==> src/hw/rtl/median_sigma_clip_cleaner_defines.svh <==
// Assertion macros for the channel cleaner.
// Used by the top level; expects clk and rst_n in scope.
`ifndef MEDIAN_SIGMA_CLIP_CLEANER_DEFINES_SVH
`define MEDIAN_SIGMA_CLIP_CLEANER_DEFINES_SVH

// Same-cycle implication
`define MSC_ASSERT_SAME(lbl, ante, cons, msg) \
  lbl: assert property (@(posedge clk) disable iff (!rst_n) (ante) |-> (cons)) \
    else $error(msg);

// Next-cycle implication
`define MSC_ASSERT_NEXT(lbl, ante, cons, msg) \
  lbl: assert property (@(posedge clk) disable iff (!rst_n) (ante) |=> (cons)) \
    else $error(msg);

`endif

==> src/hw/rtl/msc_pkg.sv <==
// Shared widths, codes and reset values of the channel cleaner.
// No dependencies.
`default_nettype none
package msc_pkg;
  localparam int CHANNEL_SAMPLES_DEF = 1024;
  localparam int SAMPLE_W = 16;
  localparam int CNT_W    = 15;
  localparam int MED_W    = 17;
  localparam int DEV_W    = 20;
  localparam int TF_W     = 8;
  localparam int ACC_W    = 48;   // sum of squared deviations
  localparam int DVD_W    = 54;   // sum * 64
  localparam int ROOT_W   = 27;
  localparam int SQ_W     = 34;
  localparam int THR_W    = 29;

  localparam logic [TF_W-1:0]  TF_RESET = 8'd72;   // 4.5 in Q4.4
  localparam logic [DEV_W-1:0] DEV_MAX  = 20'hFFFFF;

  localparam logic KIND_LOAD  = 1'b0;
  localparam logic KIND_DRAIN = 1'b1;
endpackage
`default_nettype wire

==> src/hw/rtl/msc_div.sv <==
// Restoring bit-serial divider, one quotient bit per cycle.
// Depends on msc_pkg.
`default_nettype none
module msc_div (
  input  wire logic                      clk,
  input  wire logic                      rst_n,
  input  wire logic                      start,
  input  wire logic [msc_pkg::DVD_W-1:0] dividend,
  input  wire logic [msc_pkg::CNT_W-1:0] divisor,
  output logic                           done,
  output logic [msc_pkg::DVD_W-1:0]      quotient
);
  import msc_pkg::*;

  localparam int STEP_W = $clog2(DVD_W);

  logic              busy_r, busy_nxt;
  logic              done_r, done_nxt;
  logic [STEP_W-1:0] step_r, step_nxt;
  logic [DVD_W-1:0]  q_r, q_nxt;
  logic [CNT_W-1:0]  rem_r, rem_nxt;
  logic [CNT_W-1:0]  dsr_r, dsr_nxt;
  logic [CNT_W:0]    trial;

  always_comb begin
    busy_nxt = busy_r;
    done_nxt = 1'b0;
    step_nxt = step_r;
    q_nxt    = q_r;
    rem_nxt  = rem_r;
    dsr_nxt  = dsr_r;
    trial    = {rem_r, q_r[DVD_W-1]};
    if (start) begin
      busy_nxt = 1'b1;
      step_nxt = '0;
      q_nxt    = dividend;
      rem_nxt  = '0;
      dsr_nxt  = divisor;
    end else if (busy_r) begin
      // shift one dividend bit into the remainder, subtract when it fits
      if (trial >= {1'b0, dsr_r}) begin
        rem_nxt = CNT_W'(trial - {1'b0, dsr_r});
        q_nxt   = {q_r[DVD_W-2:0], 1'b1};
      end else begin
        rem_nxt = trial[CNT_W-1:0];
        q_nxt   = {q_r[DVD_W-2:0], 1'b0};
      end
      step_nxt = step_r + 1'b1;
      if (step_r == STEP_W'(DVD_W - 1)) begin
        busy_nxt = 1'b0;
        done_nxt = 1'b1;
      end
    end
  end

  always_ff @(posedge clk) begin
    if (!rst_n) begin
      busy_r <= 1'b0;
      done_r <= 1'b0;
    end else begin
      busy_r <= busy_nxt;
      done_r <= done_nxt;
    end
    step_r <= step_nxt;
    q_r    <= q_nxt;
    rem_r  <= rem_nxt;
    dsr_r  <= dsr_nxt;
  end

  assign done     = done_r;
  assign quotient = q_r;
endmodule
`default_nettype wire

==> config.mk <==
export PLATFORM = sky130hd
export DESIGN_NAME = msc_div
export DESIGN_NICKNAME = d
export VERILOG_FILES = /design/src/hw/rtl/median_sigma_clip_cleaner_defines.svh /design/src/hw/rtl/msc_pkg.sv /design/src/hw/rtl/msc_div.sv
export SDC_FILE = /design/constraint.sdc
export NUM_CORES = 1
export LEC_CHECK = 0
export BUFFER_PORTS_ARGS = -buffer_cell sky130_fd_sc_hd__clkbuf_2
export CAP_MARGIN = 10
export CORE_AREA = 2 2 156 82
export DETAILED_ROUTE_END_ITERATION = 10
export DIE_AREA = 0 0 158 84
export GPL_TIMING_DRIVEN = 1
export PLACE_DENSITY_LB_ADDON = 0.2
export SYNTH_ARGS = -nofsm -noshare
export SYNTH_HDL_FRONTEND = slang
export SYNTH_SLANG_ARGS = --single-unit
==> constraint.sdc <==
create_clock -name clk -period 6.2 [get_ports clk]
set_input_delay 1.24 -clock clk [delete_from_list [all_inputs] [get_ports clk]]
set_output_delay 1.24 -clock clk [all_outputs]
set_load 0.02 [all_outputs]
==> reports/results.ini <==
[critical_path]
reg2regPathDepth=8
max_stage_delay_ns=0.66
crit_slowest_cell=inv_2
crit_start=start
crit_family=buffers and inverters
required_ns=6.10
crit_type=input pin to flip-flop
path_max_fanout=54
cp.depth=3
reg2reg_setup_slack_ns=3.71
rr_startpoint=dsr_r[7]
endpoint_kind=flip-flop
start_kind=input pin
crit_path_end=quotient[50]
critPathBufInv=2
path_cells=buf_4 > nor2_1 > inv_2
arrival_ns=2.66
r2r-end=rem_r[4]

[sta]
fmax_mhz=362.0
post-route-period-util=0.4456
whs_ns=0.4857
hold_viol_final=0
period_needed_ns=2.762
clock_skew_ns=0.007110
tightest_slew_ns=1.123
tns_ns=0
finalSetupViolCount=0
relSlewSlack=0.2501
rsz0062_at_grt=false
report.final.slew_viol_count=0

[finish]
drive_gt1_frac=0.4139
fin_nets=590
antennaDiodeCount=0
stdcell_count=675
area_delta_synth_final_pct=23.53

[clock_network]
clockBufferDepth=2
h-tree-depth=3
clkTransAtPathRegs_ns=0.06
clockRootBuffer=clkbuf_16
post_cts_buffers=0
cts_resized=0
cts_made_buffers=9
holdBufCountCts=0
cts_tree=done
worstSkewPairLatency_ns=0.33
clock-sinks=92

[synth]
synthTopCellsByArea=edfxtp_1 44%, mux2_2 13%, dfxtp_1 9.9%
synth_nets=467
synth_edf_count=69
seq_area_frac_synth=0.5431
ys_ff_latch=92
postSynthAreaPerCell_um2=12.37
yosys.area.top_type=edfxtp_1
synth_area_um2=4663
synth_top_area_share=0.4443
async_flop_share=0
syn_inst=377
synth_flop_cell=edfxtp_1
synth_cell_types=59
ys_warn_count=0

[global_route]
grt_remaining_overflow=0
grt_usage=0.1669
grt_pass1_wl_mm=16.69
grt_pass1_vias=3038
grt_start_max_net_pins=80
antenna_found_initial=0

[route]
wl_met3_um=783
ant_nets=0
post_drt_wl_per_cell_um=15.88
highest_layer=met4
met1_length_mm=5.741
drcViolationCount=0
dr.pass1.iters=4
drt_iter0_drc=241
vias=3342
vias_per_cell=4.951
routed_wl_mm=10.72
route.met2.wl_mm=4.158

[floorplan]
std_cell_rows=29
core_um2=12120
die_y_um=84
dieWidth_um=158
initial_core_util=0.3848
dieArea_um2=13270
io_pins=127

[place]
dp_cells=659
gp_routability_congestion=0.8600
dp_hpwl_mm=7.759
io_buffers=126

[power_and_ir_drop]
leakagePower_nw=2.437
vdd_drop_max_mv=0.1410
power.total_w=0.001660
p_per_area_nw_per_um2=288.2

[run_status]
status=complete, no violations

[worst_hold_path]
hp-class=flip-flop to flip-flop

[job]
cap_violations=0

[worst reg2reg max path, delay by kind of cell (launching register included)]
kind | cells | cell delay [ns]
AOI/OAI and AO/OA | 3 | 0.77
adders and majority gates | 1 | 0.37
buffers and inverters | 1 | 0.04
DFF | 1 | 0.33
and+or+nand+nor | 3 | 0.89
[worst min-delay path by stage]
stage | to | from | cells past startpoint | slack, ns
after floorplan | rem_r[9] | rem_r[9] | 2 | 0.45
after global placement | step_r[5] | step_r[5] | 2 | 0.47
after detailed placement | rem_r[9] | rem_r[9] | 2 | 0.48
after CTS | rem_r[9] | rem_r[9] | 2 | 0.49
after global routing | rem_r[4] | rem_r[4] | 2 | 0.52
final | rem_r[9] | rem_r[9] | 2 | 0.49
[layout make-up]
cell class / instances / area, um^2
clock inverter: 6 / 72.57
sequential: 92 / 2532
inverter: 20 / 75.07
multi-input combinational: 249 / 1981
tap: 170 / 212.7
clock buffer: 10 / 239.0
fill: 1131 / 6359
timing repair buffer: 128 / 648.1
[cell usage after synthesis (all sizes together), types with 5 or more instances]
library cell  count
edfxtp           69
mux2             54
nand2            26
dfxtp            23
nor2             21
inv              20
ha               17
a21oi            14
clkbuf           11
o21ai            11
nand3             9
nor2b             8
nand4             7
nor3              7
a211oi            6
mux2i             6
xnor2             6
buf               5
xor2              5
[per-layer routing]
layer | GRT usage | vias up
li1 | - | 1652
met1 | 0.2740 | 1587
met3 | 0.04777 | 2
met2 | 0.2063 | 101
met5 | 0 | -
met4 | 0.04341 | 0
[state kept, by name (all words and copies together), names as in the netlist]
signal and count:
quotient 54, dsr_r 15, rem_r 15, step_r 6
busy_r 1, done 1
[where the power goes]
group	internal [W]	switching, W
sequential	0.000731	0.0000313
clock	0.000328	0.000237
combinational	0.000136	0.000197
[cell usage in the layout, fill, tap and decap left out, drive strengths merged, types with 3 or more instances in the layout]
cell type    n
dfxtp       23
edfxtp      69
xnor2        6
nand4        7
inv         21
xor2         5
buf          3
ha          17
or3          4
nor3b        3
a21boi       3
o211a        4
a21oi       14
nor2        21
o21ai       11
nand2       26
nor2b        8
nand3        9
mux2        54
mux2i        6
o21a         3
clkinv       4
a211oi       6
nor3         7
clkbuf     135
[logic make-up after synthesis]
logic type,share of synthesized area
AND/OR/NAND/NOR,0.1103
flip-flops,0.5431
AO/OA/AOI/OAI,0.1006
multiplexers,0.1433
buffers and inverters,0.03219
adder cells (fa/ha/maj),0.04991
XOR/XNOR,0.02066
[metrics by stage]
stage | setup slack (ns) | cell area, um^2 | utilization
after floorplan | 3.077 | 4663 | -
after global placement | 3.072 | 5449 | 0.4496
after detailed placement | 3.060 | 5449 | 0.4496
after CTS | 3.422 | 5761 | 0.4753
after global routing | 3.302 | 5761 | 0.4753
final | 3.438 | 5761 | 0.4753
Note: power is estimated with default switching activity, not from simulation.
