File: src/hw/rtl/median_sigma_clip_cleaner_defines.svh
// Assertion macros for the channel cleaner.
// Used by the top level; expects clk and rst_n in scope.
`ifndef MEDIAN_SIGMA_CLIP_CLEANER_DEFINES_SVH
`define MEDIAN_SIGMA_CLIP_CLEANER_DEFINES_SVH

// Same-cycle implication
`define MSC_ASSERT_SAME(lbl, ante, cons, msg) \
  lbl: assert property (@(posedge clk) disable iff (!rst_n) (ante) |-> (cons)) \
    else $error(msg);

// Next-cycle implication
`define MSC_ASSERT_NEXT(lbl, ante, cons, msg) \
  lbl: assert property (@(posedge clk) disable iff (!rst_n) (ante) |=> (cons)) \
    else $error(msg);

`endif

File: src/hw/rtl/msc_pkg.sv
// Shared widths, codes and reset values of the channel cleaner.
// No dependencies.
`default_nettype none
package msc_pkg;
  localparam int CHANNEL_SAMPLES_DEF = 1024;
  localparam int SAMPLE_W = 16;
  localparam int CNT_W    = 15;
  localparam int MED_W    = 17;
  localparam int DEV_W    = 20;
  localparam int TF_W     = 8;
  localparam int ACC_W    = 48;   // sum of squared deviations
  localparam int DVD_W    = 54;   // sum * 64
  localparam int ROOT_W   = 27;
  localparam int SQ_W     = 34;
  localparam int THR_W    = 29;

  localparam logic [TF_W-1:0]  TF_RESET = 8'd72;   // 4.5 in Q4.4
  localparam logic [DEV_W-1:0] DEV_MAX  = 20'hFFFFF;

  localparam logic KIND_LOAD  = 1'b0;
  localparam logic KIND_DRAIN = 1'b1;
endpackage
`default_nettype wire

File: src/hw/rtl/msc_root.sv
// Digit-by-digit integer square root, one result bit per cycle.
// Depends on msc_pkg.
`default_nettype none
module msc_root (
  input  wire logic                      clk,
  input  wire logic                      rst_n,
  input  wire logic                      start,
  input  wire logic [msc_pkg::DVD_W-1:0] radicand,
  output logic                           done,
  output logic [msc_pkg::ROOT_W-1:0]     root
);
  import msc_pkg::*;

  localparam logic [DVD_W-1:0] BIT_INIT = DVD_W'(1) << (DVD_W - 2);

  logic             busy_r, busy_nxt;
  logic             done_r, done_nxt;
  logic [DVD_W-1:0] v_r, v_nxt;
  logic [DVD_W-1:0] r_r, r_nxt;
  logic [DVD_W-1:0] bit_r, bit_nxt;
  logic [DVD_W-1:0] trial;

  always_comb begin
    busy_nxt = busy_r;
    done_nxt = 1'b0;
    v_nxt    = v_r;
    r_nxt    = r_r;
    bit_nxt  = bit_r;
    trial    = r_r + bit_r;
    if (start) begin
      busy_nxt = 1'b1;
      v_nxt    = radicand;
      r_nxt    = '0;
      bit_nxt  = BIT_INIT;
    end else if (busy_r) begin
      if (v_r >= trial) begin
        v_nxt = v_r - trial;
        r_nxt = (r_r >> 1) + bit_r;
      end else begin
        r_nxt = r_r >> 1;
      end
      bit_nxt = bit_r >> 2;
      if (bit_r[0]) begin
        busy_nxt = 1'b0;
        done_nxt = 1'b1;
      end
    end
  end

  always_ff @(posedge clk) begin
    if (!rst_n) begin
      busy_r <= 1'b0;
      done_r <= 1'b0;
    end else begin
      busy_r <= busy_nxt;
      done_r <= done_nxt;
    end
    v_r   <= v_nxt;
    r_r   <= r_nxt;
    bit_r <= bit_nxt;
  end

  assign done = done_r;
  assign root = r_r[ROOT_W-1:0];
endmodule
`default_nettype wire

File: config.mk
export PLATFORM = sky130hd
export DESIGN_NAME = msc_root
export DESIGN_NICKNAME = d
export VERILOG_FILES = /design/src/hw/rtl/median_sigma_clip_cleaner_defines.svh /design/src/hw/rtl/msc_pkg.sv /design/src/hw/rtl/msc_root.sv
export SDC_FILE = /design/constraint.sdc
export NUM_CORES = 1
export LEC_CHECK = 0
export ABC_AREA = 0
export BUFFER_PORTS_ARGS = -buffer_cell sky130_fd_sc_hd__buf_2
export CAP_MARGIN = 20
export CORE_MARGIN = 2
export CORE_UTILIZATION = 30
export CTS_BUF_LIST = sky130_fd_sc_hd__clkbuf_4 sky130_fd_sc_hd__clkbuf_8
export DETAILED_ROUTE_END_ITERATION = 12
export PLACE_DENSITY = 0.52
export REMOVE_ABC_BUFFERS = 1
export SYNTH_ARGS = -nofsm -noshare
export SYNTH_HDL_FRONTEND = slang
export SYNTH_SLANG_ARGS = --single-unit
File: constraint.sdc
create_clock -name clk -period 6.4 [get_ports clk]
set_input_delay 0.32 -clock clk [delete_from_list [all_inputs] [get_ports clk]]
set_output_delay 0.32 -clock clk [all_outputs]
set_load 0.01 [all_outputs]
==> out/metrics.cfg <==
[cells_and_area]
final_util_pct=33.3
final_nets=1840
final_common_cell=nand2_1
stdcell_area_um2=14300
multi_input_area_um2=8980
n_fill_cell=4560
seq_area_um2=3290
drive_gt1_share_pct=11.0
fin_cells=2270
layout_common_cells=187 x nand2_1, 152 x nor2_1, 143 x o21ai_0
antennaDiodeCount=0
area_delta_synth_final_pct=9.83

[placement]
placed_area_um2=13900
place_inst=2236
portBuffers=84
hpwlAfterDp_um=32600
place_congestion=0.957

[drt]
wl_per_cell_um=18.8
drc=0
drtPass1Iterations=5
antenna_left=0
vias=12700
via_per_inst=5.58
drt-total-wl_um=42700
drt_iter0_markers=1022

[floorplan]
start_util_pct=30.3
core_area_um2=42900
rows=76
dieArea_um2=45000
dieHeight_um=212
dieWidth_um=212
io-pin-count=85

[synthesis]
synth_area_leader_cell=dfxtp_1
synth_area_um2=13000
yosysWarnings=0
synth_edf_count=54
yosys_most_used_dff=dfxtp_1
synthDistinctLibCells=80
synth_top_area_share_pct=12.8
synth-seq-cells=137
avgSynthCellArea_um2=7.84
ys_top_cells_by_area=dfxtp_1 13%, edfxtp_1 12%, ha_1 11%, o21ai_0 5.5%, nand2_1 5.4%
async_flop_share_pct=0
synth_seq_area_share_pct=25.2
netlist_instances=1659

[sta]
skew_ps=12.4
worst_pin_slew_ps=916
fin_setup_tns_ps=0
period_share_pct=94.2
setup_violations=0
slew_headroom_pct=37.9
min_period_ps=6030
hold_viol=0
rsz0062_at_grt=yes
drv_slew=0
clock.fmax_mhz=166

[global_route]
grt_pass1_wl_um=66900
grt_max_degree=65
grt.total_usage_pct=19.0
grt_pass1_vias=12100
overflow=0
grt_antenna_before_repair=0

[clock_network]
insertion_delay_ps=510
clockRootBuffer=clkbuf_8
cts-buffers-inserted=17
clock-sinks=137
clkSlewWorstSetupHoldPaths_ps=100
htreeDepth=4
tritoncts=yes
cts_buffer_depth=2

[critical_path]
arrival_ps=6420
start_kind=flop
end_kind=flop
slowest_delay_ps=390
cpMaxStageDelayCell=a2111oi_1
crit_type=flop to flop
reg2reg_depth=24
critPathRequiredTime_ps=6790
crit_path_cell_trace=ha_1 -> ha_1 -> a211o_1 -> a41o_1 -> a21oi_1 -> o21ai_0 -> a31oi_1 -> o21ai_0 -> and3_1 -> o21ai_0 -> xor2_1 -> ha_1 -> nand4_1 -> or2_0 -> a211o_1 -> a21oi_1 -> o21ai_2 -> a2111oi_4 -> buf_4 -> buf_8 -> or2_1 -> buf_12 -> nor3_1 -> a2111oi_1
crit_fanout=32

[power_and_ir_drop]
power_frac_seq_pct=25.7
clock_power_share_pct=14.5
power_density_nw_per_um2=364
leakage_nw=5.51
switching_share_pct=47.6
comb_power_share_pct=59.8
p_int_mw=2.72
vdd_ir_drop_max_mv=0.158
power_switching_mw=2.48

[hold_path]
hold_depth=2
hold_path.class=input pin to flop

[status]
status=completed

[flow_run]
cap_violations=0

[logic make-up (layout without fill, tap and decap cells)]
logic type / after synthesis / after routing / synth area share [%]
AOI/OAI and AO/OA: 549 / 549 / 27.5
and+or+nand+nor: 526 / 526 / 18.6
buffers and inverters: 164 / 190 / 5.80
DFF: 137 / 137 / 25.2
xor gates and xnor gates: 125 / 125 / 8.42
adders and majority gates: 111 / 111 / 10.7
muxes: 47 / 47 / 3.68
[per-layer routing]
metal | GRT usage, % | routed length, um | up-vias
li1 | - | - | 6171
met1 | 24.7 | 19500 | 6055
met2 | 32.0 | 19900 | 376
met3 | 3.10 | 2270 | 65
met4 | 6.53 | 1130 | 0
met5 | 0 | 0 | -
[worst max-delay path: cells and delay by family, from the launching register on]
| kind | cells | cell delay (ps) |
|---|---|---|
| flops | 1 | 360 |
| compound gates | 12 | 2980 |
| xor+xnor | 1 | 100 |
| fa+ha+maj | 3 | 840 |
| buf+inv | 3 | 630 |
| simple gates | 5 | 970 |
[registers in the layout (all words and copies together) (netlist names)]
name / flops
r_r: 54
v_r: 54
bit_r: 27
busy_r: 1
done: 1
[cell usage after synthesis, drive strengths merged, types with 5 or more instances]
library cell    n
a211o           5
a211oi         29
a21boi          6
a21o           48
a21oi         104
a311oi         19
a31o            8
a31oi          52
and2           12
and3           12
and4            8
buf            46
clkbuf         84
dfxtp          83
edfxtp         54
ha            110
inv            33
mux2            7
mux2i          40
nand2         188
nand2b         11
nand3          28
nand4          46
nor2          153
nor2b          12
nor3           21
nor4            6
o211ai          5
o21a           11
o21ai         145
o21bai         27
o221ai          6
o22ai          18
o31ai          12
or2             7
or3            13
or4             5
xnor2          59
xor2           66
[final cells by class]
| class | instances | share of cell area [%] |
|---|---|---|
| Tap cell | 585 | 5.12 |
| Multi-Input combinational cell | 1358 | 62.8 |
| Clock buffer | 18 | 1.73 |
| Clock inverter | 14 | 0.955 |
| Sequential cell | 137 | 23.0 |
| Inverter | 34 | 0.893 |
| Timing Repair Buffer | 124 | 5.44 |
[power groups by stage]
stage / registers, mW / logic (mW) / clock network, mW
2_1_floorplan: 1.33 / 2.15 / 0
5_1_grt: 1.36 / 3.45 / 0.808
3_3_place_gp: 1.36 / 3.05 / 0
6_report: 1.34 / 3.11 / 0.752
4_1_cts: 1.34 / 3.08 / 0.771
3_5_place_dp: 1.36 / 3.06 / 0
[final timing paths]
check                           slack, ps     start      end
worst max-delay path                  370  bit_r[0]  r_r[52]
worst min-delay path                   30     rst_n   busy_r
worst max register to register        370  bit_r[0]  r_r[52]
worst min register to register        510    r_r[0]   r_r[0]
[per-stage QoR]
| step | setup WS (ps) | total power [mW] | hold slack [ps] |
|---|---|---|---|
| 2_1_floorplan | -498 | 3.48 | 392 |
| 4_1_cts | 161 | 5.19 | 4.16 |
| 3_3_place_gp | 358 | 4.41 | 502 |
| 5_1_grt | -60.4 | 5.62 | 18.1 |
| 6_report | 369 | 5.20 | 29.4 |
| 3_5_place_dp | 223 | 4.42 | 505 |
[what timing repair did]
action                                  in CTS  in global routing
endpoints found under the setup margin       0                 87
endpoints found under the hold margin        0                  0
gates resized for setup                      0                  6
buffers inserted                             0                  1
hold buffers                                 0                  0
Note: power is estimated with default switching activity, not from simulation.
